### src/sv/mcfe_pkg.sv
// shared types and constants for the motor command frame encoder
// no dependencies; imported by every module of the block
package mcfe_pkg;

    localparam int FRACTION_BITS_DEF = 16;
    localparam int LIMIT_W           = 31;
    localparam int QUANT_STAGES      = 16;
    localparam int QUANT_W           = 16;

    // request codes, 3'd7 is unused
    typedef enum logic [2:0] {
        REQ_ENABLE   = 3'd0,
        REQ_DISABLE  = 3'd1,
        REQ_MIT      = 3'd2,
        REQ_POS_SPD  = 3'd3,
        REQ_SPD      = 3'd4,
        REQ_POS_CUR  = 3'd5,
        REQ_FEEDBACK = 3'd6
    } t_req;

    // configuration register indexes
    localparam logic [2:0] CFG_POSITION_LIMIT  = 3'd0;
    localparam logic [2:0] CFG_SPEED_LIMIT     = 3'd1;
    localparam logic [2:0] CFG_STIFFNESS_LIMIT = 3'd2;
    localparam logic [2:0] CFG_DAMPING_LIMIT   = 3'd3;
    localparam logic [2:0] CFG_TORQUE_LIMIT    = 3'd4;

    localparam logic [LIMIT_W-1:0] RST_POSITION_LIMIT  = 31'd819200;
    localparam logic [LIMIT_W-1:0] RST_SPEED_LIMIT     = 31'd1966080;
    localparam logic [LIMIT_W-1:0] RST_STIFFNESS_LIMIT = 31'd32768000;
    localparam logic [LIMIT_W-1:0] RST_DAMPING_LIMIT   = 31'd327680;
    localparam logic [LIMIT_W-1:0] RST_TORQUE_LIMIT    = 31'd655360;

    localparam logic [11:0] BROADCAST_ID   = 12'h7FF;
    localparam logic [11:0] OFS_POS_SPD    = 12'h100;
    localparam logic [11:0] OFS_SPD        = 12'h200;
    localparam logic [11:0] OFS_POS_CUR    = 12'h300;
    localparam logic [7:0]  CMD_ENABLE     = 8'hFC;
    localparam logic [7:0]  CMD_DISABLE    = 8'hFD;
    localparam logic [7:0]  CMD_WRITE_REG  = 8'h55;
    localparam logic [7:0]  CMD_FEEDBACK   = 8'hCC;
    localparam logic [7:0]  REG_CTRL_MODE  = 8'd10;
    localparam logic [13:0] SPEED_SCALE    = 14'd100;
    localparam logic [13:0] CURRENT_SCALE  = 14'd10000;

    typedef struct packed {
        logic [11:0] id;
        logic [31:0] lo;
        logic [31:0] hi;
        logic        last;
    } t_frame;

endpackage

### src/sv/mcfe_quant.sv
// clamp and quantize one value to floor(x*(2^BITS-1)/range), pipelined
// restoring divider, one quotient bit per stage; depends on mcfe_pkg
module mcfe_quant import mcfe_pkg::*; #(
    parameter int BITS      = 12,
    parameter bit SYMMETRIC = 1'b1
) (
    input  logic                      i_clk,
    input  logic                      i_en,
    input  logic signed [31:0]        i_value,
    input  logic [LIMIT_W-1:0]        i_limit,
    output logic [QUANT_W-1:0]        o_q
);

    localparam int RW = 33 + QUANT_W;

    logic [32:0]         r_x;
    logic [RW-1:0]       r_rem [0:QUANT_STAGES];
    logic [QUANT_W-1:0]  r_quo [0:QUANT_STAGES];
    logic [32:0]         n_x;
    logic [31:0]         w_div;
    logic signed [32:0]  w_v;
    logic signed [32:0]  w_l;

    always_comb begin
        w_v = {i_value[31], i_value};
        w_l = {2'b00, i_limit};
        if (SYMMETRIC) begin
            if (w_v < -w_l) begin
                n_x = 33'd0;
            end else if (w_v > w_l) begin
                n_x = 33'(w_l + w_l);
            end else begin
                n_x = 33'(w_v + w_l);
            end
            w_div = {i_limit, 1'b0};
        end else begin
            if (w_v < 33'sd0) begin
                n_x = 33'd0;
            end else if (w_v > w_l) begin
                n_x = 33'(w_l);
            end else begin
                n_x = 33'(w_v);
            end
            w_div = {1'b0, i_limit};
        end
    end

    always_ff @(posedge i_clk) begin
        if (i_en) begin
            r_x      <= n_x;
            // x * (2^BITS - 1) as shift and subtract
            r_rem[0] <= (RW'(r_x) << BITS) - RW'(r_x);
            r_quo[0] <= '0;
        end
    end

    genvar k;
    for (k = 0; k < QUANT_STAGES; k++) begin : g_div
        logic [RW-1:0] w_dsh;
        logic          w_ge;
        assign w_dsh = RW'(w_div) << (QUANT_STAGES - 1 - k);
        assign w_ge  = r_rem[k] >= w_dsh;
        always_ff @(posedge i_clk) begin
            if (i_en) begin
                r_rem[k+1] <= w_ge ? r_rem[k] - w_dsh : r_rem[k];
                r_quo[k+1] <= {r_quo[k][QUANT_W-2:0], w_ge};
            end
        end
    end

    // the user must change limits only while idle, which the block does not enforce; the live value here relies on that
    assign o_q = (i_limit == '0) ? '0 : r_quo[QUANT_STAGES];

endmodule

### config.mk
export PLATFORM = sky130hd
export DESIGN_NAME = mcfe_quant
export DESIGN_NICKNAME = d
export VERILOG_FILES = /design/src/sv/mcfe_pkg.sv /design/src/sv/mcfe_quant.sv
export SDC_FILE = /design/constraint.sdc
export NUM_CORES = 2
export LEC_CHECK = 0
export BUFFER_PORTS_ARGS = -buffer_cell sky130_fd_sc_hd__buf_2
export CAP_MARGIN = 20
export CORE_MARGIN = 8
export CORE_UTILIZATION = 59
export CTS_CLUSTER_DIAMETER = 30
export CTS_CLUSTER_SIZE = 25
export DETAILED_ROUTE_END_ITERATION = 8
export PLACE_DENSITY = 0.74
export SYNTH_ARGS = -nofsm -noshare
export SYNTH_HDL_FRONTEND = slang
export SYNTH_SLANG_ARGS = --single-unit
### constraint.sdc
create_clock -name i_clk -period 8.25 [get_ports i_clk]
set_clock_uncertainty 0.2 [all_clocks]
set_input_delay 1.65 -clock i_clk [delete_from_list [all_inputs] [get_ports i_clk]]
set_output_delay 1.65 -clock i_clk [all_outputs]
set_load 0.005 [all_outputs]
# Yosys cells after proc, flatten, opt, wreduce, memory -nomap -nowiden

Memories as Yosys holds them, arrays and structs flattened.
Index checks and enable logic that the tools add are counted.

Memories: 2
Flip-flop bits (word level): 33
Output and inout port bits: 16
Word-level logic and storage cells: 62
RAM bits: 1105
Input bits: 65

Order comparisons: 18
Mux-type cells: 20
Reductions and logical operators: 1
Add/sub/neg operators: 20

Memories:

| name  | depth | bits a word | read ports | clocked after Yosys merged registers in | write ports | line             | RTL |
|---|---|---|---|---|---|---|---|
| r_rem | 17    | 49          | 16         | 0                                       | 17          | mcfe_quant.sv:17 | `logic [RW-1:0] r_rem [0:QUANT_STAGES];` |
| r_quo | 17    | 16          | 17         | 0                                       | 17          | mcfe_quant.sv:18 | `logic [QUANT_W-1:0] r_quo [0:QUANT_STAGES];` |

Operators with widths:

| kind                           | count |
|---|---|
| 2-to-1 mux 49 bit              | 16 |
| >= comparator 49 x 32 -> 1 bit | 1 |
| >= comparator 49 x 33 -> 1 bit | 1 |
| >= comparator 49 x 34 -> 1 bit | 1 |
| >= comparator 49 x 35 -> 1 bit | 1 |
| >= comparator 49 x 36 -> 1 bit | 1 |
| >= comparator 49 x 37 -> 1 bit | 1 |
| >= comparator 49 x 38 -> 1 bit | 1 |
| >= comparator 49 x 39 -> 1 bit | 1 |
| >= comparator 49 x 40 -> 1 bit | 1 |
| >= comparator 49 x 41 -> 1 bit | 1 |
| >= comparator 49 x 42 -> 1 bit | 1 |
| >= comparator 49 x 43 -> 1 bit | 1 |
| >= comparator 49 x 44 -> 1 bit | 1 |
| >= comparator 49 x 45 -> 1 bit | 1 |
| >= comparator 49 x 46 -> 1 bit | 1 |
| >= comparator 49 x 47 -> 1 bit | 1 |
| subtractor 49 x 32 -> 49 bit   | 1 |
| subtractor 49 x 33 -> 49 bit   | 1 |
| subtractor 49 x 34 -> 49 bit   | 1 |
| subtractor 49 x 35 -> 49 bit   | 1 |
| subtractor 49 x 36 -> 49 bit   | 1 |
| subtractor 49 x 37 -> 49 bit   | 1 |
| subtractor 49 x 38 -> 49 bit   | 1 |
| 19 further kinds               | 20 |

# Depth between registers and ports, before layout

An unclocked memory read counts as a cell.

Word-level depth: 3
Gate-level depth with buffers: 20
Depth with buffers taken out: 20

# Worst setup path after synthesis

OpenSTA, ideal clock, no wires.

Path kind: in2reg
Start: input i_limit[4]
End: register r_x[10] (data pin)
Required time: 7775 ps
Data arrival time: 5260 ps
Slack: 2515 ps
Stages: 17
Library setup time: 275 ps
Path buffers: 1
Path through: inv_1 nand4_1 nor2_1 nand2_1 nor3_1 nand2_1 nor4_1 and3_1 xnor2_1 ha_1 nor2b_1 o21ai_0 nor4bb_1 or3_1 mux2i_1 clkbuf_1 a211oi_1

Cells in the longest elaborated chain, start to end: 2
Elaborated cells between the ends (all ways): 6
Classes of those cells: 3 x add/sub; 2 x order compare; 1 x mux

Ends and longest elaborated chain:

| what                                                                       | line                               | RTL |
|---|---|---|
| start, declared                                                            | mcfe_quant.sv:10                   | `input logic [LIMIT_W-1:0] i_limit,` |
| negator 31 -> 33 bit, or another cell as far along                         | mcfe_quant.sv:28                   | `if (w_v < -w_l) begin` |
| less-than comparator 32 x 33 -> 1 bit or 2-to-1 mux 33 bit (tied branches) | mcfe_quant.sv:28, mcfe_quant.sv:30 |  |
| end signal, assigned                                                       | mcfe_quant.sv:50                   | `r_x <= n_x;` |
| end, declared                                                              | mcfe_quant.sv:16                   | `logic [32:0] r_x;` |

Several ways; a longest one is shown, not always the timed one.
A chain may end at the register's enable or synchronous reset.

# Worst setup path in the final report

Start: input i_limit[8]
End: output o_q[11]

Cells in the longest elaborated chain, start to end: 2

Ends and longest elaborated chain:

| what               | line             | RTL |
|---|---|---|
| logical NOT 31 bit | mcfe_quant.sv:72 | `assign o_q = (i_limit == '0) ? '0 : r_quo[QUANT_STAGES];` |
| 2-to-1 mux 16 bit  | mcfe_quant.sv:72 |  |
| end, declared      | mcfe_quant.sv:11 | `output logic [QUANT_W-1:0] o_q` |

No other way between the ends.

==> impl_metrics.tcl <==
set metrics [dict create \
    status "complete, no violations" \
    clk_path_buf_depth 3 \
    cp_data_arrival_time_ps 4940 \
    rsz0062_at_grt "false" \
    ir_worst_vdd_mv 0.245 \
    finalHoldViolCount 0 \
    grt_max_degree 185 \
    vias 55300 \
    cp-start-kind "input port" \
    numPortBuffers 80 \
    setup_viol 0 \
    grt_pass1_vias 53200 \
    maxCapViolations 0 \
    p_per_area_nw_per_um2 379 \
    ys_types 94 \
    die_h_um 353 \
    h-tree-depth 4 \
    maxSlewViolCount 0 \
    layout.nets 7702 \
    cts.sinks 950 \
    cts_tree "built" \
    rows 123 \
    hold_class "reg -> reg" \
    ys_ff_latch 950 \
    p_total_mw 29.2 \
    core_area_um2 113000 \
    start_util_pct 59.6 \
    synth_edf_count 950 \
    post_cts_buffers 0 \
    cts_root_buf "clkbuf_16" \
    synthCells 6828 \
    path_class "in -> out" \
    min_to "r_quo[0][253]" \
    grt-ovfl-total 0 \
    worst_slew_pin_slew_ps 1080 \
    async_flop_share_pct 0 \
    ys_seq_area_share_pct 42.5 \
    post_cts_resized 0 \
    grt_pass1_wl_um 299000 \
    yosys_warnings 0 \
    wl_per_cell_um 22.5 \
    die_w_um 353 \
    hold_start "r_quo[0][236]" \
    ys_dominant_reg_cell "edfxtp_1" \
    end_kind "primary output" \
    clk_latency_ps 820 \
    r2r_start "r_rem[0][66]" \
    drc 0 \
    r2r-end "r_rem[0][121]" \
    hold_buffers 0 \
    place_hpwl_um 144000 \
    grt.total_usage_pct 30.0 \
    dieArea_um2 125000 \
    diodes 0 \
    slew_headroom_pct 27.9 \
    syn_avg_cell_area_um2 9.84 \
    power.leakage_nw 30.3 \
    via_per_inst 6.36 \
    layout_worst_path_cycle_share_pct 82.2 \
    clock.fmax_mhz 147 \
    hold_depth 0 \
    gp_congestion 0.954 \
    fin_crit_ps 6790 \
    worstPathRequired_ps 6400 \
    synth_nets 7523 \
    drtPass1Iterations 6 \
    utilization_pct 68.4 \
    wl_um 195000 \
    timing.reg2reg.setup_slack_ps 3640 \
    netlist_area_um2 67200 \
    clk_pin_slew_worst_paths_ps 50 \
    drt_iter0_markers 4785 \
    antenna_found_initial 10 \
    ios 81 \
    drive_gt1_share_pct 9.43 \
    tns_ps 0 \
    critPathMaxFanout 17 \
    reg2regPathDepth 11 \
    cts-buffers-inserted 208 \
    ant_nets 0 \
    syn_to_final_growth_pct 14.8 \
]
power by group:
part | switching, mW | internal (mW) | leakage [nW]
combinational | 6.83 | 5.00 | 17.6
sequential | 1.11 | 7.49 | 9.14
clock | 3.02 | 5.75 | 3.59
flip-flops by register name, indices dropped and copies added, names as in the netlist:
name / flops
r_x: 33
r_quo: 136
r_rem: 781
per-stage QoR:
step,hold slack (ps),cell area [um^2],setup slack (ps),instances
floorplan,200,67200,2520,6828
global route,211,77100,1270,8689
finish,207,77100,1460,8689
CTS,199,77100,1460,8687
global placement,200,69500,1570,8294
detailed placement,205,69500,1460,8295
worst max path at each step:
| stage | from | slack, ps | cells past startpoint | end |
|---|---|---|---|---|
| floorplan | i_limit[4] | 2520 | 17 | r_x[10] |
| global placement | i_limit[8] | 1570 | 19 | r_x[31] |
| detailed placement | i_limit[8] | 1460 | 9 | o_q[11] |
| CTS | i_limit[8] | 1460 | 9 | o_q[11] |
| global route | i_limit[11] | 1270 | 9 | o_q[9] |
| finish | i_limit[8] | 1460 | 9 | o_q[11] |
cells in the mapped netlist (all sizes together), types with 149 or more instances:
cell	n	area share [%]
edfxtp	950	42
a21oi	649	4.8
ha	614	11
nand2	581	3.3
nor2	530	3.0
o21ai	509	3.8
xnor2	377	4.9
a21o	290	3.2
inv	227	1.3
xor2	226	2.9
clkbuf	168	0.94
nand3	149	1.1
cell usage in the layout (no fill, tap or decap), types with 68 or more instances in the layout:
master | netlist | final
inv_1 | 225 | 222
nor2_1 | 530 | 530
xnor2_1 | 376 | 376
buf_2 | 20 | 79
xor2_1 | 226 | 226
o21a_1 | 73 | 73
edfxtp_1 | 950 | 950
a21o_1 | 290 | 290
a21oi_1 | 647 | 645
nand2_1 | 580 | 578
nand2b_1 | 102 | 102
o21ai_0 | 498 | 498
nor3_1 | 144 | 143
nor4_1 | 86 | 86
nand3_1 | 149 | 149
nor2b_1 | 78 | 78
clkbuf_16 | 0 | 208
buf_4 | 2 | 80
o21bai_1 | 68 | 68
nand4_1 | 111 | 111
ha_1 | 614 | 614
critical path, cell delays in order:
cell,delay [ps]
buf_2,140
inv_1,620
nand4_1,280
nor3_1,430
nand2_1,200
nor2_1,420
nand2_2,570
and2_1,400
buf_2,130
layer usage:
metal	GRT usage, %	wire [um]	vias up
li1	-	-	26200
met1	38.2	79800	26400
met2	49.3	90700	2209
met3	5.35	13900	554
met4	15.3	10800	4
met5	0	26	-
layout make-up:
type,count,area [um^2]
clock buffer,215,5230
clock inverter,177,2300
fill,8635,35500
inverter,228,856
multi-input combinational,5450,37100
sequential,950,28500
tap,1500,1880
timing repair buffer,169,1200
logic make-up (layout without fill, tap and decap cells):
kind of cell / Yosys count / after routing / share of synthesized area, %
xor+xnor: 603 / 603 / 7.87
fa+ha+maj: 630 / 630 / 11.9
mux: 67 / 67 / 1.11
compound gates: 2041 / 2041 / 18.9
buf+inv: 428 / 789 / 2.44
flops: 950 / 950 / 42.5
simple gates: 2109 / 2109 / 15.3
No activity file was read; power rests on OpenSTA's default activity.
