## src/sv/mcfe_pkg.sv

```systemverilog
// shared types and constants for the motor command frame encoder
// no dependencies; imported by every module of the block
package mcfe_pkg;

    localparam int FRACTION_BITS_DEF = 16;
    localparam int LIMIT_W           = 31;
    localparam int QUANT_STAGES      = 16;
    localparam int QUANT_W           = 16;

    // request codes, 3'd7 is unused
    typedef enum logic [2:0] {
        REQ_ENABLE   = 3'd0,
        REQ_DISABLE  = 3'd1,
        REQ_MIT      = 3'd2,
        REQ_POS_SPD  = 3'd3,
        REQ_SPD      = 3'd4,
        REQ_POS_CUR  = 3'd5,
        REQ_FEEDBACK = 3'd6
    } t_req;

    // configuration register indexes
    localparam logic [2:0] CFG_POSITION_LIMIT  = 3'd0;
    localparam logic [2:0] CFG_SPEED_LIMIT     = 3'd1;
    localparam logic [2:0] CFG_STIFFNESS_LIMIT = 3'd2;
    localparam logic [2:0] CFG_DAMPING_LIMIT   = 3'd3;
    localparam logic [2:0] CFG_TORQUE_LIMIT    = 3'd4;

    localparam logic [LIMIT_W-1:0] RST_POSITION_LIMIT  = 31'd819200;
    localparam logic [LIMIT_W-1:0] RST_SPEED_LIMIT     = 31'd1966080;
    localparam logic [LIMIT_W-1:0] RST_STIFFNESS_LIMIT = 31'd32768000;
    localparam logic [LIMIT_W-1:0] RST_DAMPING_LIMIT   = 31'd327680;
    localparam logic [LIMIT_W-1:0] RST_TORQUE_LIMIT    = 31'd655360;

    localparam logic [11:0] BROADCAST_ID   = 12'h7FF;
    localparam logic [11:0] OFS_POS_SPD    = 12'h100;
    localparam logic [11:0] OFS_SPD        = 12'h200;
    localparam logic [11:0] OFS_POS_CUR    = 12'h300;
    localparam logic [7:0]  CMD_ENABLE     = 8'hFC;
    localparam logic [7:0]  CMD_DISABLE    = 8'hFD;
    localparam logic [7:0]  CMD_WRITE_REG  = 8'h55;
    localparam logic [7:0]  CMD_FEEDBACK   = 8'hCC;
    localparam logic [7:0]  REG_CTRL_MODE  = 8'd10;
    localparam logic [13:0] SPEED_SCALE    = 14'd100;
    localparam logic [13:0] CURRENT_SCALE  = 14'd10000;

    typedef struct packed {
        logic [11:0] id;
        logic [31:0] lo;
        logic [31:0] hi;
        logic        last;
    } t_frame;

endpackage

```

## src/sv/mcfe_f2s.sv

```systemverilog
// signed fixed point to ieee single, round to nearest even, four stages
// depends on mcfe_pkg
module mcfe_f2s import mcfe_pkg::*; #(
    parameter int FRACTION_BITS = FRACTION_BITS_DEF
) (
    input  logic        i_clk,
    input  logic        i_en,
    input  logic [31:0] i_value,
    output logic [31:0] o_single
);

    localparam logic [7:0] EXP_TOP = 8'(157 - FRACTION_BITS);

    logic        r1_sign, r2_sign, r3_sign;
    logic [31:0] r1_mag, r2_m, r3_m;
    logic [1:0]  r2_lz;
    logic [4:0]  r3_lz;
    logic [31:0] r_res;

    logic [31:0] w_m1, w_m2, w_m3, w_m4, w_m5;
    logic        w_l4, w_l3, w_l2, w_l1, w_l0;
    logic [24:0] w_mant;
    logic        w_inc;
    logic [7:0]  w_exp;

    always_comb begin
        w_l4 = r1_mag[31:16] == '0;
        w_m1 = w_l4 ? r1_mag << 16 : r1_mag;
        w_l3 = w_m1[31:24] == '0;
        w_m2 = w_l3 ? w_m1 << 8 : w_m1;

        w_l2 = r2_m[31:28] == '0;
        w_m3 = w_l2 ? r2_m << 4 : r2_m;
        w_l1 = w_m3[31:30] == '0;
        w_m4 = w_l1 ? w_m3 << 2 : w_m3;
        w_l0 = !w_m4[31];
        w_m5 = w_l0 ? w_m4 << 1 : w_m4;

        // guard bit 7, sticky below it
        w_inc  = r3_m[7] && ((|r3_m[6:0]) || r3_m[8]);
        w_mant = {1'b0, r3_m[31:8]} + 25'(w_inc);
        w_exp  = EXP_TOP - {3'b000, r3_lz};
    end

    always_ff @(posedge i_clk) begin
        if (i_en) begin
            r1_sign <= i_value[31];
            r1_mag  <= i_value[31] ? 32'(-i_value) : i_value;
            r2_sign <= r1_sign;
            r2_m    <= w_m2;
            r2_lz   <= {w_l4, w_l3};
            r3_sign <= r2_sign;
            r3_m    <= w_m5;
            r3_lz   <= {r2_lz, w_l2, w_l1, w_l0};
            if (!r3_m[31]) begin
                r_res <= '0;
            end else begin
                r_res <= {r3_sign, 31'd0} | ({1'b0, w_exp, 23'd0} + {7'd0, w_mant});
            end
        end
    end

    assign o_single = r_res;

endmodule

```

## config.mk

```make
export PLATFORM = sky130hd
export DESIGN_NAME = mcfe_f2s
export DESIGN_NICKNAME = d
export VERILOG_FILES = /design/src/sv/mcfe_pkg.sv /design/src/sv/mcfe_f2s.sv
export SDC_FILE = /design/constraint.sdc
export NUM_CORES = 1
export LEC_CHECK = 0
export ABC_AREA = 0
export BUFFER_PORTS_ARGS = -buffer_cell sky130_fd_sc_hd__buf_2
export CAP_MARGIN = 20
export CORE_ASPECT_RATIO = 0.8
export CORE_MARGIN = 2
export CORE_UTILIZATION = 55
export DETAILED_ROUTE_END_ITERATION = 10
export PLACE_DENSITY = 0.75
export SYNTH_ARGS = -nofsm -noshare
export SYNTH_HDL_FRONTEND = slang
export SYNTH_SLANG_ARGS = --single-unit
```

## constraint.sdc

```tcl
create_clock -name i_clk -period 6.1 [get_ports i_clk]
set_clock_uncertainty 0.05 [all_clocks]
set_input_delay 0.305 -clock i_clk [delete_from_list [all_inputs] [get_ports i_clk]]
set_output_delay 0.305 -clock i_clk [all_outputs]
set_load 0.01 [all_outputs]
```

* After elaboration in Yosys (flattened, before gate mapping)
Index checks and enable logic that the tools add are counted.
** Operators by class
- Add/sub/neg operators :: 4
- Mux-type cells :: 6
- Bitwise operators :: 1
- Reductions and logical operators :: 8
** Operators with widths (number)
- $mux W32 :: 4
- $mux W31 :: 2
- $add A31 B25 Y32 :: 1
- $neg A32 Y32 :: 1
- $or A32 B32 Y32 :: 1
- $add A24 B1 Y25 :: 1
- $logic_not A16 Y1 :: 1
- $logic_not A8 Y1 :: 1
- $sub A8 B5 Y8 const A :: 1
- $reduce_or A7 Y1 :: 1
- $logic_not A4 Y1 :: 1
- $logic_not A2 Y1 :: 1
- $logic_and A1 B1 Y1 :: 1
- $logic_not A1 Y1 :: 1
- $logic_or A1 B1 Y1 :: 1
** Storage, ports and cells
- Register bits after elaboration :: 138
- Input bits :: 34
- Output and inout port bits :: 32
- Word-level logic and storage cells :: 32

* Logic depth before layout (Yosys ltp)
Gate-level depths: netlist (run 1).
- Depth after elaboration :: 6
- Gate-level depth with buffers :: 8
- Gate-level depth less buffers :: 7

* Worst setup path after synthesis (run 1)
OpenSTA, ideal clock, no wires.
- Kind :: register -> register
- Start :: reg r3_m[31]
- End :: reg r_res[27], in the netlist o_single[27] (data pin)
- Cell stages (with the launch flop) :: 7
- Clock period less this slack :: 2.119 ns
- Arrival time :: 1.813 ns
- Setup time :: 0.255 ns
- Required time :: 5.795 ns
- Setup slack :: 3.981 ns
- Buffers on the path :: 0
- Cells stage by stage :: edfxtp_1 -> ha_1 -> and2_1 -> and4_1 -> a41oi_1 -> or3_1 -> and3_1
** Between the ends
- Word-level cells in the longest chain between the ends :: 3
** Ends and longest elaborated chain
- from (decl) :: line mcfe_f2s.sv:15 : logic [31:0] r1_mag, r2_m, r3_m;
- from (signal assigned) :: line mcfe_f2s.sv:53 : r3_m <= w_m5;
- $add A24 B1 Y25 :: line mcfe_f2s.sv:41 : w_mant = {1'b0, r3_m[31:8]} + 25'(w_inc);
- $add A31 B25 Y32 :: line mcfe_f2s.sv:58 : r_res <= {r3_sign, 31'd0} | ({1'b0, w_exp, 23'd0} + {7'd0, w_mant});
- $or A32 B32 Y32 :: line mcfe_f2s.sv:58
- to (signal assigned) :: line mcfe_f2s.sv:58
- to (decl) :: line mcfe_f2s.sv:18 : logic [31:0] r_res;
Parallel ways exist; a longest one is shown, timed or not.
A chain may end at the register's enable or synchronous reset.

* Worst setup path after layout (run 1)
Same ends and word-level chain as after synthesis.

==> results summary, run 1 <==
In this run the standard cell core region covers 12900 sq um. The global-route usage over all layers is 19.3%. The startpoint identified for the worst hold timing path is i_value[0].

At the pin with the least slew margin, the transition time is 0.838 ns. Counting along the longest clock path gives a buffer depth of 2. The placed cell count is 787. The type of the setup path with the least slack is flop to flop. The worst setup path is launched from a flop. The tightest slew margin relative to the limit is 44.2%.

The number of global-route vias before repair came to approximately 4500. The number of nets in the finished design is 670. TritonCTS built the clock tree. The summed area of non-filler cells in the final layout is between 8000 and 9000 sq um. The total power after layout is between 2 and 3 mW. The number of port buffers came out at between 60 and 70. The repair_antennas step left the layout with diodes totalling 0. Across the VDD grid, the largest voltage drop is ~210 uV. The static power due to leakage came out at 3.08 nW.

The tree is rooted in a clkbuf_16. Setup repair after global routing left no endpoint under its margin. The remaining global-route overflow came out at 0.

At the end of routability-driven placement, the weighted congestion stood at approximately 0.90. The tightest hold margin came out at between 0.05 and 0.06 ns. The clock sink count came out at approximately 140. The first global-routing pass estimated about 21000 um of wire. The number of antenna violations at the first check in global routing came out at 0. The shortest clock period the worst path allows after layout is between 2 and 3 ns. The post-detailed-placement cell area is ~7700 sq um. The synthesized cell area is 7230 sq um. Detailed placement ended at an HPWL of around 9200 um. The proportion of netlist area held by the largest area contributor is between 50% and 60%. The worst-case setup slack after placement is 3.46 ns.

The starting density of the core is a little under three fifths. Counting distinct cell types in the post-synthesis netlist gives 55. The path class of the tightest hold or removal check is primary input to flop.

The count of flip-flops with a built-in enable after synthesis is around 140. The power density over the cells is approximately 300 nW/um^2. Across the run, the number of max-cap violations was 0. The detailed-route DRC error count is 0. The total die area came out at between 10000 and 15000 sq um. Cells fill between 60 and 70% of the core in the end. The mean post-synth cell area came out at roughly 13 sq um. The final worst-path cycle share is between 40 and 50%. Yosys attributes the largest share of cell area to edfxtp_1 (57%), mux2i_1 (6.9%), xnor2_1 (4.5%).

The startpoint identified for the worst register-to-register timing path is r3_m[31]. The number of gates resized after cts came out at 0. STA puts the critical path data required time at approximately 6.2 ns.

The fraction of layout instances using a drive strength above 1 is 22.7%. The number of standard cells in the layout, taps in and fillers out came out at 819. The detail-routed via count per cell is 5.57. The most numerous cell in the Yosys netlist is edfxtp_1. The net count after synthesis came out at 604. Wires add up to roughly 13000 um.

The achievable frequency came out at approximately 0.38 GHz. From left edge to right edge, the die measures roughly 130 um. The run finished with clean final reports. The count of endpoints failing setup in the final report came out at 0. edfxtp_1 takes more of the synthesized area than any other cell. 66 I/O pins were placed.

By count the netlist is led by edfxtp_1 (138), mux2i_1 (50), and2_1 (38). The data arrival time of the worst path is around 2.8 ns. The final-report hold violation count is 0. The count of state elements after synthesis is 138. The later pin in the worst-skew pair is clocked with a latency of between 0.4 and 0.5 ns.

In this run the post-CTS setup repair buffer count came out at 0. The maximum level of the CTS H-tree came out at 4. The routed length per instance is 15.4 um. The antenna violation net count after detailed routing is 0. For this block, the via count after detailed routing is between 4000 and 5000.

The share of synthesized area occupied by flip-flops and latches came out at 57.3%. Summed over all failing endpoints, the final setup total negative slack is 0 ns. The yosys synthesis warning count is 0.

The number of detailed-routing iterations run before antenna repair is 7. The site row count is 37. After technology mapping, the gate count stands at roughly 570. Compared with the post-synthesis result, the final layout area differs by 14.8%. The number of hold buffers added after CTS came out at 0. The clock-pin slew on the worst setup and hold paths is ~0.060 ns.

In this run, CTS created clock tree buffers numbering 17. The maximum fanout count along the critical path came out at 33. The share of async-settable or async-resettable flops after synthesis came out at 0%.

The prevailing post-synth register cell is edfxtp_1. The detailed router's first-iteration violation count came out at between 200 and 300. The launching element of the worst setup path is r3_m[31]. STA classifies the critical path endpoint as a flop. Measured along the y axis, the die boundary spans between 100 and 150 um.

Setup slack closes at between 3 and 4 ns. The maximum number of pins on one net before global-route repair is 75. The final count of pins violating max slew is 0.
power by group:
group	internal, mW	switching (mW)
logic	0.139	0.154
clock network	0.609	0.394
registers	1.16	0.0642
worst max-delay path, cell delays in order, from the launching register on:
cell and delay, ns:
edfxtp_1 0.71, ha_1 0.46, and2_1 0.11, and4_1 0.23, a41oi_1 0.23, or3_1 0.42, and3_1 0.18
state kept, by name, indices dropped and copies added, names as in the netlist:
register,cells
o_single,32
r3_sign,1
r3_m,32
r2_sign,1
r1_sign,1
r3_lz,5
r1_mag,32
r2_lz,2
r2_m,32
cell type report:
type,instances,area (sq um)
clock buffer,17,425
clock inverter,15,166
sequential,138,4140
fill,1012,4570
tap,175,219
timing repair buffer,67,343
multi-input combinational,393,2950
inverter,14,52.6
path summary, 6_finish.rpt:
path                   to  slack, ns  cells after the start
min reg2reg       r3_sign       0.36                      0
min             r1_mag[0]       0.06                      1
max reg2reg  o_single[27]       3.46                      6
max          o_single[27]       3.46                      6
cells in the final DEF, fill, tap and decap left out, drive strengths merged, types with 3 or more instances in the layout:
cell,synthesis,routed
clkinv,1,7
or2,7,7
clkbuf,10,17
o21ai,31,31
a22o,9,9
nand4,4,4
a21boi,3,3
buf,10,67
a21oi,26,26
nor2,10,10
nand2b,4,4
ha,5,5
xnor2,37,37
and4,6,6
mux2i,50,50
nand2,27,27
mux2,24,24
o2bb2ai,9,9
nand3,14,14
inv,13,18
or4,5,5
edfxtp,138,138
o41ai,3,3
a22oi,3,3
xor2,17,17
o31ai,9,9
or3,7,7
nor3,9,9
and2,38,38
and3,8,8
nor4,12,12
cell families after synthesis:
kind of cell | Yosys count | share of synthesized area [%]
buffers and inverters | 34 | 2.01
xor gates and xnor gates | 54 | 6.54
adders and majority gates | 5 | 0.865
DFF | 138 | 57.3
muxes | 74 | 10.7
and+or+nand+nor | 157 | 13.0
AOI/OAI and AO/OA | 103 | 9.67
layer usage:
metal  vias to the layer above  wire length (um)  track usage [%]  part of all wire [%]
met5                         -                 0                0                     0
met4                         0               319             8.76                   2.5
met3                        29               492             4.20                   3.9
met2                       124              6180             33.0                    49
met1                      2113              5650             23.5                    45
li1                       2293                 -                -                     -
No activity file was read; power rests on OpenSTA's default activity.
==> run 2, diff against run 1 <==
--- a/config.mk
+++ b/config.mk
@@ -10,9 +10,9 @@
 export CAP_MARGIN = 20
 export CORE_ASPECT_RATIO = 0.8
 export CORE_MARGIN = 2
-export CORE_UTILIZATION = 55
+export CORE_UTILIZATION = 54
 export DETAILED_ROUTE_END_ITERATION = 10
-export PLACE_DENSITY = 0.75
+export PLACE_DENSITY = 0.76
 export SYNTH_ARGS = -nofsm -noshare
 export SYNTH_HDL_FRONTEND = slang
 export SYNTH_SLANG_ARGS = --single-unit
==> constraint.sdc (replaced) <==
create_clock -name i_clk -period 2.1 [get_ports i_clk]
set_clock_uncertainty 0.05 [all_clocks]
set_input_delay 0.105 -clock i_clk [delete_from_list [all_inputs] [get_ports i_clk]]
set_output_delay 0.105 -clock i_clk [all_outputs]
set_load 0.01 [all_outputs]
==> results summary, run 2 (synthesized netlist as in run 1, its figures left out) <==
The final worst-path cycle share is 99.4% (+56 points). The worst setup path is of the flop to flop kind. The total inserted antenna cells was 0 (unchanged). After global routing, the most crowded layer is met2.

The utilization of the core after routing is 71.1% (+6.5 points). The routed wire length came out at 14300 um (+13%). The detailed router's first-iteration violation count came out at 268 (+7.2%).

The static power due to leakage is 3.45 nW (+12%). The tightest slew margin relative to the limit came out at 54.5% (+10 points). The number of nets in the finished design was 738 (+10%). The horizontal die dimension was 133 um (+0.89%). The routability-driven placement congestion ratio came out at 0.940 (+4.9%). The post-detailed-placement cell area is 8120 sq um (+5.3%). The number of antenna violations at the first check in global routing came out at 0 (unchanged). The routed length per instance came out at 16.1 um (+4.2%). The class of the tightest hold or removal check is primary input to flop. The data arrival time of the worst path is 2.20 ns (-0.56 ns). The maximum clock insertion buffer count is 2 (unchanged). The total core area is 13000 sq um (+0.72%). The total die area came to 14300 sq um (+1.8%).

The achievable frequency came out at 0.479 GHz (+26%). The final-report hold violation count came out at 0 (unchanged). The global-route usage over all layers was 20.2% (+0.98 points). The max-cap check violation count is 0 (unchanged).

The maximum fanout count along the critical path came to 8 (-76%). The clock-pin slew on the worst setup and hold paths came to 0.06 ns (about the same). The measured slew at the worst slew-check pin came out at 0.677 ns (-0.161 ns). The met2 track demand over resource is 35.3% (+2.3 points). The total via count in the routed design came out at 4940 (+8.4%). The met1 track demand over resource in global routing is 23.2% (-0.30 points).

The final count of pins violating max slew came to 0 (unchanged). CTS placed an instance of clkbuf_16 at the clock tree root. The TritonCTS buffer count came out at 17 (unchanged). The fraction of layout instances using a drive strength above 1 came out at 30.9% (+8.2 points). The met3 track demand over resource in global routing came out at 5.18% (+0.98 points).

The number of global-route vias before repair was 4801 (+7.4%). The starting density of the core is 55.8% (-0.40 points). The number of standard cells in the layout, taps in and fillers out came out at 887 (+8.3%). The clock sink count came to 138 (unchanged).

The relative area change from synthesis to final layout is 27.4%. The placed wire-length estimate came out at 9900 um (+7.3%). The maximum VDD drop came out at 557 uV (+170%). The detailed-route DRC error count came out at 0 (unchanged).

The overall die height came out at 108 um (+0.89%). The remaining global-route overflow came out at 0 (unchanged). The site row count came out at 37 (unchanged). The number of top-level design ports came out at 66 (unchanged). The maximum number of pins on one net before global-route repair came out at 37 (-51%). STA classifies the critical path endpoint as a flop. The detail-routed via count per cell came out at 5.57 (about the same). The count of fill cells added during filler insertion is 835 (-17%). The data required time of the critical path came out at 2.21 ns (-4.01 ns). The shortest clock period the worst path allows after layout was 2.09 ns (-0.553 ns). The nature of the critical path startpoint is a flop. The number of detailed-routing iterations run before antenna repair was 4 (-3). The power density over the cells came out at 818 nW/um^2 (+170%). The top cell types in the final layout, fill and taps aside, are edfxtp_1 (138), buf_2 (59), buf_4 (43), and2_1 (37), xnor2_1 (36). The summed area of non-filler cells in the final layout is 9210 sq um (+11%).

The flow ran to the end, and the final reports show no timing, DRC or antenna violations. The global-route wire length before repair came out at 22500 um (+5.5%). The number of port buffers came out at 65 (unchanged). The CTS tree is done.

The count of endpoints failing setup in the final report is 0 (unchanged). The clock latency on the worst-skew pair came to 0.41 ns (about the same). The antenna violation net count after detailed routing came out at 0 (unchanged). The commonest non-fill, non-tap cell in the layout is edfxtp_1. The placed cell count is 830 (+5.5%).

The maximum level of the CTS H-tree was 4 (unchanged).
[run 2: cell count changes in the layout (fill, tap and decap cells not counted), moves of 4 or more]
cell,previous run,this run
buf_2,64,59
mux2i_2,0,15
dlygate4sd3_1,0,19
buf_4,3,43
inv_6,4,0
buf_12,0,6
mux2i_1,50,34
dlymetal6s4s_1,0,5
[run 2: worst paths after layout]
check	start	to	slack [ns]	cells after the start
setup / recovery	r2_m[27]	r3_m[14]	0.01	7
hold / removal	i_value[19]	r1_mag[19]	0.03	2
hold reg to reg	r2_lz[0]	r3_lz[3]	0.37	0
setup reg to reg	r2_m[27]	r3_m[14]	0.01	7
[run 2: where the power goes]
group / switching (mW) / internal [mW]
sequential: 0.171 / 3.38
clock: 1.05 / 1.84
combinational: 0.536 / 0.555
[run 2: critical path, stage by stage (launching register included)]
cell	delay (ns)
edfxtp_1	0.39
nor2_1	0.10
o31ai_4	0.28
buf_6	0.15
clkbuf_16	0.16
mux2i_2	0.27
mux2i_1	0.15
mux2_2	0.28
[run 2: layout make-up]
class,count,area (sq um),share of cell area (%)
well taps,175,219,2.38
multi-input cells,393,3150,34.2
inverters,14,56.3,0.611
clock buffers,18,429,4.66
clock inverters,14,155,1.68
repair buffers,135,1050,11.4
flip-flops and latches,138,4140,45.0
[run 2: layer usage]
| layer | vias to the layer above | part of all wire, % | wire, um |
|---|---|---|---|
| met5 | - | 0 | 0 |
| met4 | 0 | 3.4 | 479 |
| met3 | 39 | 3.5 | 499 |
| met2 | 145 | 52 | 7360 |
| met1 | 2333 | 42 | 5930 |
| li1 | 2423 | - | - |
[run 2: timing repair]
| action | 4_1_cts | 5_1_grt |
|---|---|---|
| buffers inserted | 0 | 4 |
| gates cloned | 0 | 2 |
| setup endpoints to repair | 3 | 45 |
| endpoints found under the hold margin | 25 | 0 |
| pin swaps | 0 | 14 |
| hold buffers | 24 | 0 |
| gates resized for setup | 4 | 48 |
[run 2: per-stage QoR]
stage                     hold slack, ns  TNS (ns)  power [mW]  setup WS (ns)
after floorplan                    0.154         0        4.15        0.00807
after global placement             0.264         0        4.53         0.0372
after detailed placement           0.280   -0.0477        4.56        -0.0283
after CTS                        0.00851         0        7.50        0.00744
after global routing              0.0311     -1.13        7.85        -0.0652
final                             0.0271         0        7.54         0.0117
==> run 3, diff against run 2 <==
--- a/config.mk
+++ b/config.mk
@@ -5,14 +5,14 @@
 export SDC_FILE = /design/constraint.sdc
 export NUM_CORES = 1
 export LEC_CHECK = 0
-export ABC_AREA = 0
+export ABC_AREA = 1
 export BUFFER_PORTS_ARGS = -buffer_cell sky130_fd_sc_hd__buf_2
 export CAP_MARGIN = 20
 export CORE_ASPECT_RATIO = 0.8
 export CORE_MARGIN = 2
-export CORE_UTILIZATION = 54
+export CORE_UTILIZATION = 55
 export DETAILED_ROUTE_END_ITERATION = 10
-export PLACE_DENSITY = 0.76
+export PLACE_DENSITY = 0.77
 export SYNTH_ARGS = -nofsm -noshare
 export SYNTH_HDL_FRONTEND = slang
 export SYNTH_SLANG_ARGS = --single-unit
==> results summary, run 3 <==
The final worst-path cycle share came out at 100% (+0.84 points). The global-route wire length before repair came out at 30100 um (+34%). The clock latency on the worst-skew pair is 0.43 ns (+0.02 ns). The placed wire-length estimate is 13100 um (+33%). The number of antenna violations at the first check in global routing came out at 0 (unchanged). The power density over the cells came out at 804 nW/um^2 (-1.7%). The prevailing post-synth register cell is edfxtp_1. The least setup slack across all paths after layout is -0.00581 ns (-0.0175 ns). The overall die height is 112 um (+4.3%). The net count after synthesis is 987 (+63%).

Clock tree synthesis selected as its root buffer the cell clkbuf_16. The number of cells produced by synthesis came out at 948 (+68%). The number of library cell types mapped by synthesis is 39 (-29%).

TritonCTS built the clock tree. The largest total area in the synthesized netlist belongs to edfxtp_1. The final reports fail on negative setup slack. The data arrival time of the worst path is 2.22 ns (+0.02 ns). The amount of wire on met2 after detailed routing came out at 9020 um (+23%).

The remaining global-route overflow is 0 (unchanged). The maximum level of the CTS H-tree came out at 4 (unchanged). The number of nets in the finished design is 1091 (+48%). The max-cap check violation count came out at 0 (unchanged). The final-report hold violation count came out at 0 (unchanged).

The detailed-route DRC error count came to 0 (unchanged). The synthesized cell area came out at 8040 sq um (+11%). The routability-driven placement congestion ratio was 0.920 (-2.0%). The number of detailed-routing iterations run before antenna repair is 6 (+2). The total die area is 15600 sq um (+8.9%). The total core area is 14300 sq um (+10%). The worst setup path is launched from a flop. The clock-pin slew on the worst setup and hold paths is 0.06 ns (about the same). The proportion of netlist area held by the largest area contributor is 51.5% (-5.8 points). The TritonCTS buffer count came to 17 (unchanged). The static power due to leakage was 4.24 nW (+23%). The number of top-level design ports is 66 (unchanged). The number of global-route vias before repair came out at 6369 (+33%).

The data required time of the critical path is 2.22 ns (about the same). The count of state elements after synthesis is 138 (unchanged). The maximum number of pins on one net before global-route repair is 72 (+95%). The clock sink count is 138 (unchanged).

The mean post-synth cell area came out at 8.48 sq um (-34%). The final count of pins violating max slew is 0 (unchanged). The yosys synthesis warning count was 0 (unchanged). The horizontal die dimension is 139 um (+4.4%). Sorting the synthesized cells by how often they occur yields nand2_1 (210), edfxtp_1 (138), inv_1 (128). The total inserted antenna cells is 0 (unchanged). The measured slew at the worst slew-check pin is 0.571 ns (-0.106 ns).

Relative to the synthesized area, the layout overhead comes to 21.3%. The commonest non-fill, non-tap cell in the layout is nand2_1. The summed area of non-filler cells in the final layout is 9760 sq um (+6.0%).

The share of synthesized area occupied by flip-flops and latches came out at 51.5% (-5.8 points). The post-detailed-placement cell area is 8690 sq um (+7.1%). The global-route usage over all layers came to 24.4% (+4.2 points).

The share of async-settable or async-resettable flops after synthesis came out at 0% (unchanged). The antenna violation net count after detailed routing came out at 0 (unchanged). The signal on the critical path passes through nor2_2 > nand3_4 > o21ai_4 > inv_2 > a21oi_4 > buf_4 > clkbuf_16 > o21ai_1. The min-delay analysis places its worst path in the category primary input to flop. The achievable frequency came to 0.475 GHz (-0.83%). The total power after layout came to 7.85 mW (+4.1%). The number of port buffers was 65 (unchanged). The maximum clock insertion buffer count is 2 (unchanged). The flow ran to the end, but the final reports show violations. The tightest slew margin relative to the limit is 61.5% (+7.1 points). The routed length per instance came out at 15.2 um (-5.5%). The delay contributed by the slowest stage of the critical path came out at 0.40 ns (about the same). The count of endpoints failing setup in the final report came to 5 (+5). The fraction of layout instances using a drive strength above 1 came out at 17.0% (-14 points). The total met3 wirelength after detailed routing was 1630 um (+230%). The critical path is of the flop to flop type. The routed length on met1 is 7890 um (+33%).

In the post-synthesis netlist, the biggest area contributors are edfxtp_1 (52%), nand2_1 (9.8%), inv_1 (6.0%). The maximum fanout count along the critical path came out at 27 (+19). Leaving out fill and tap cells, the most frequent cells in the layout are nand2_1 (206), edfxtp_1 (138), inv_1 (124), nor2_1 (106), o21ai_0 (71). The detailed router's first-iteration violation count came to 798 (+200%). The slowest stage of the critical path belongs to the cell edfxtp_1. The total via count in the routed design came out at 6910 (+40%). The shortest clock period the worst path allows after layout is 2.11 ns (+0.0175 ns). The highest metal layer used by the detailed router is met4.

The utilization of the core after routing is 68.3% (-2.8 points). The endpoint type of the worst setup path is a flop. The site row count is 39 (+5.4%).

The maximum VDD drop is 588 uV (+5.5%). The starting density of the core is 56.3% (+0.46 points). The routed wire length is 19000 um (+33%). The detail-routed via count per cell is 5.53 (-0.66%).

The summed negative setup slack over all endpoints came out at -0.0169 ns (-0.0169 ns). The count of flip-flops with a built-in enable after synthesis is 138 (unchanged). The most common cell in the synthesized netlist is nand2_1. Setup repair after global routing could not meet its margin everywhere.
-- run 3: cell types whose count changed after synthesis, sizes merged, moves of 49 or more --
cell   before  now
nand2      27  227
o21ai      31  101
nor2       10  116
nand3      14   63
mux2i      50    0
inv        13  132
-- run 3: layout make-up --
type                       instances  area [sq um]
clock inverter                    15           200
inverter                         134           514
multi-input combinational        648          3350
clock buffer                      17           425
tap                              184           230
timing repair buffer             113           898
fill                            1075          4540
sequential                       138          4140
-- run 3: power breakdown --
part | internal [mW] | switching, mW
logic | 0.438 | 0.768
clock network | 1.99 | 1.16
registers | 3.37 | 0.131
-- run 3: worst paths after layout --
path,from,end,slack [ns],cells past startpoint
max,r2_m[28],r3_m[25],-0.006,8
min,i_value[1],r1_mag[1],0.004,3
max reg2reg,r2_m[28],r3_m[25],-0.006,8
min reg2reg,r2_lz[1],r3_lz[4],0.36,0
-- run 3: metrics by stage --
stage	setup slack [ns]	hold slack, ns	instances
floorplan	0.264	0.154	948
global placement	-0.0471	0.252	1187
detailed placement	-0.0707	0.253	1187
CTS	-0.0146	0.00549	1238
global route	-0.0841	0.00808	1249
finish	-0.00581	0.00438	1249
-- run 3: cells by family after synthesis --
group / Yosys count / share of synthesized area [%]
flip-flops: 138 / 51.5
XOR/XNOR: 29 / 3.16
adder cells (fa/ha/maj): 5 / 0.778
AO/OA/AOI/OAI: 159 / 11.2
buffers and inverters: 164 / 8.34
AND/OR/NAND/NOR: 453 / 25.0
-- run 3: routing by layer --
| metal | vias up | global-route usage [%] |
|---|---|---|
| li1 | 3385 | - |
| met1 | 3157 | 31.5 |
| met2 | 317 | 40.0 |
| met3 | 51 | 6.78 |
| met4 | 0 | 8.62 |
| met5 | - | 0 |
-- run 3: worst max-delay path: cells and delay by family (launching register included) --
| family | cells | cell delay, ns |
|---|---|---|
| buf+inv | 3 | 0.42 |
| flops | 1 | 0.40 |
| simple gates | 2 | 0.38 |
| compound gates | 3 | 0.60 |
-- run 3: repair_timing --
action | CTS | global route
resized for setup | 2 | 30
cloned | 0 | 5
endpoints found under the setup margin | 3 | 64
hold endpoints to repair | 18 | 0
pin swaps | 1 | 8
hold buffers | 18 | 0
setup buffers | 1 | 6
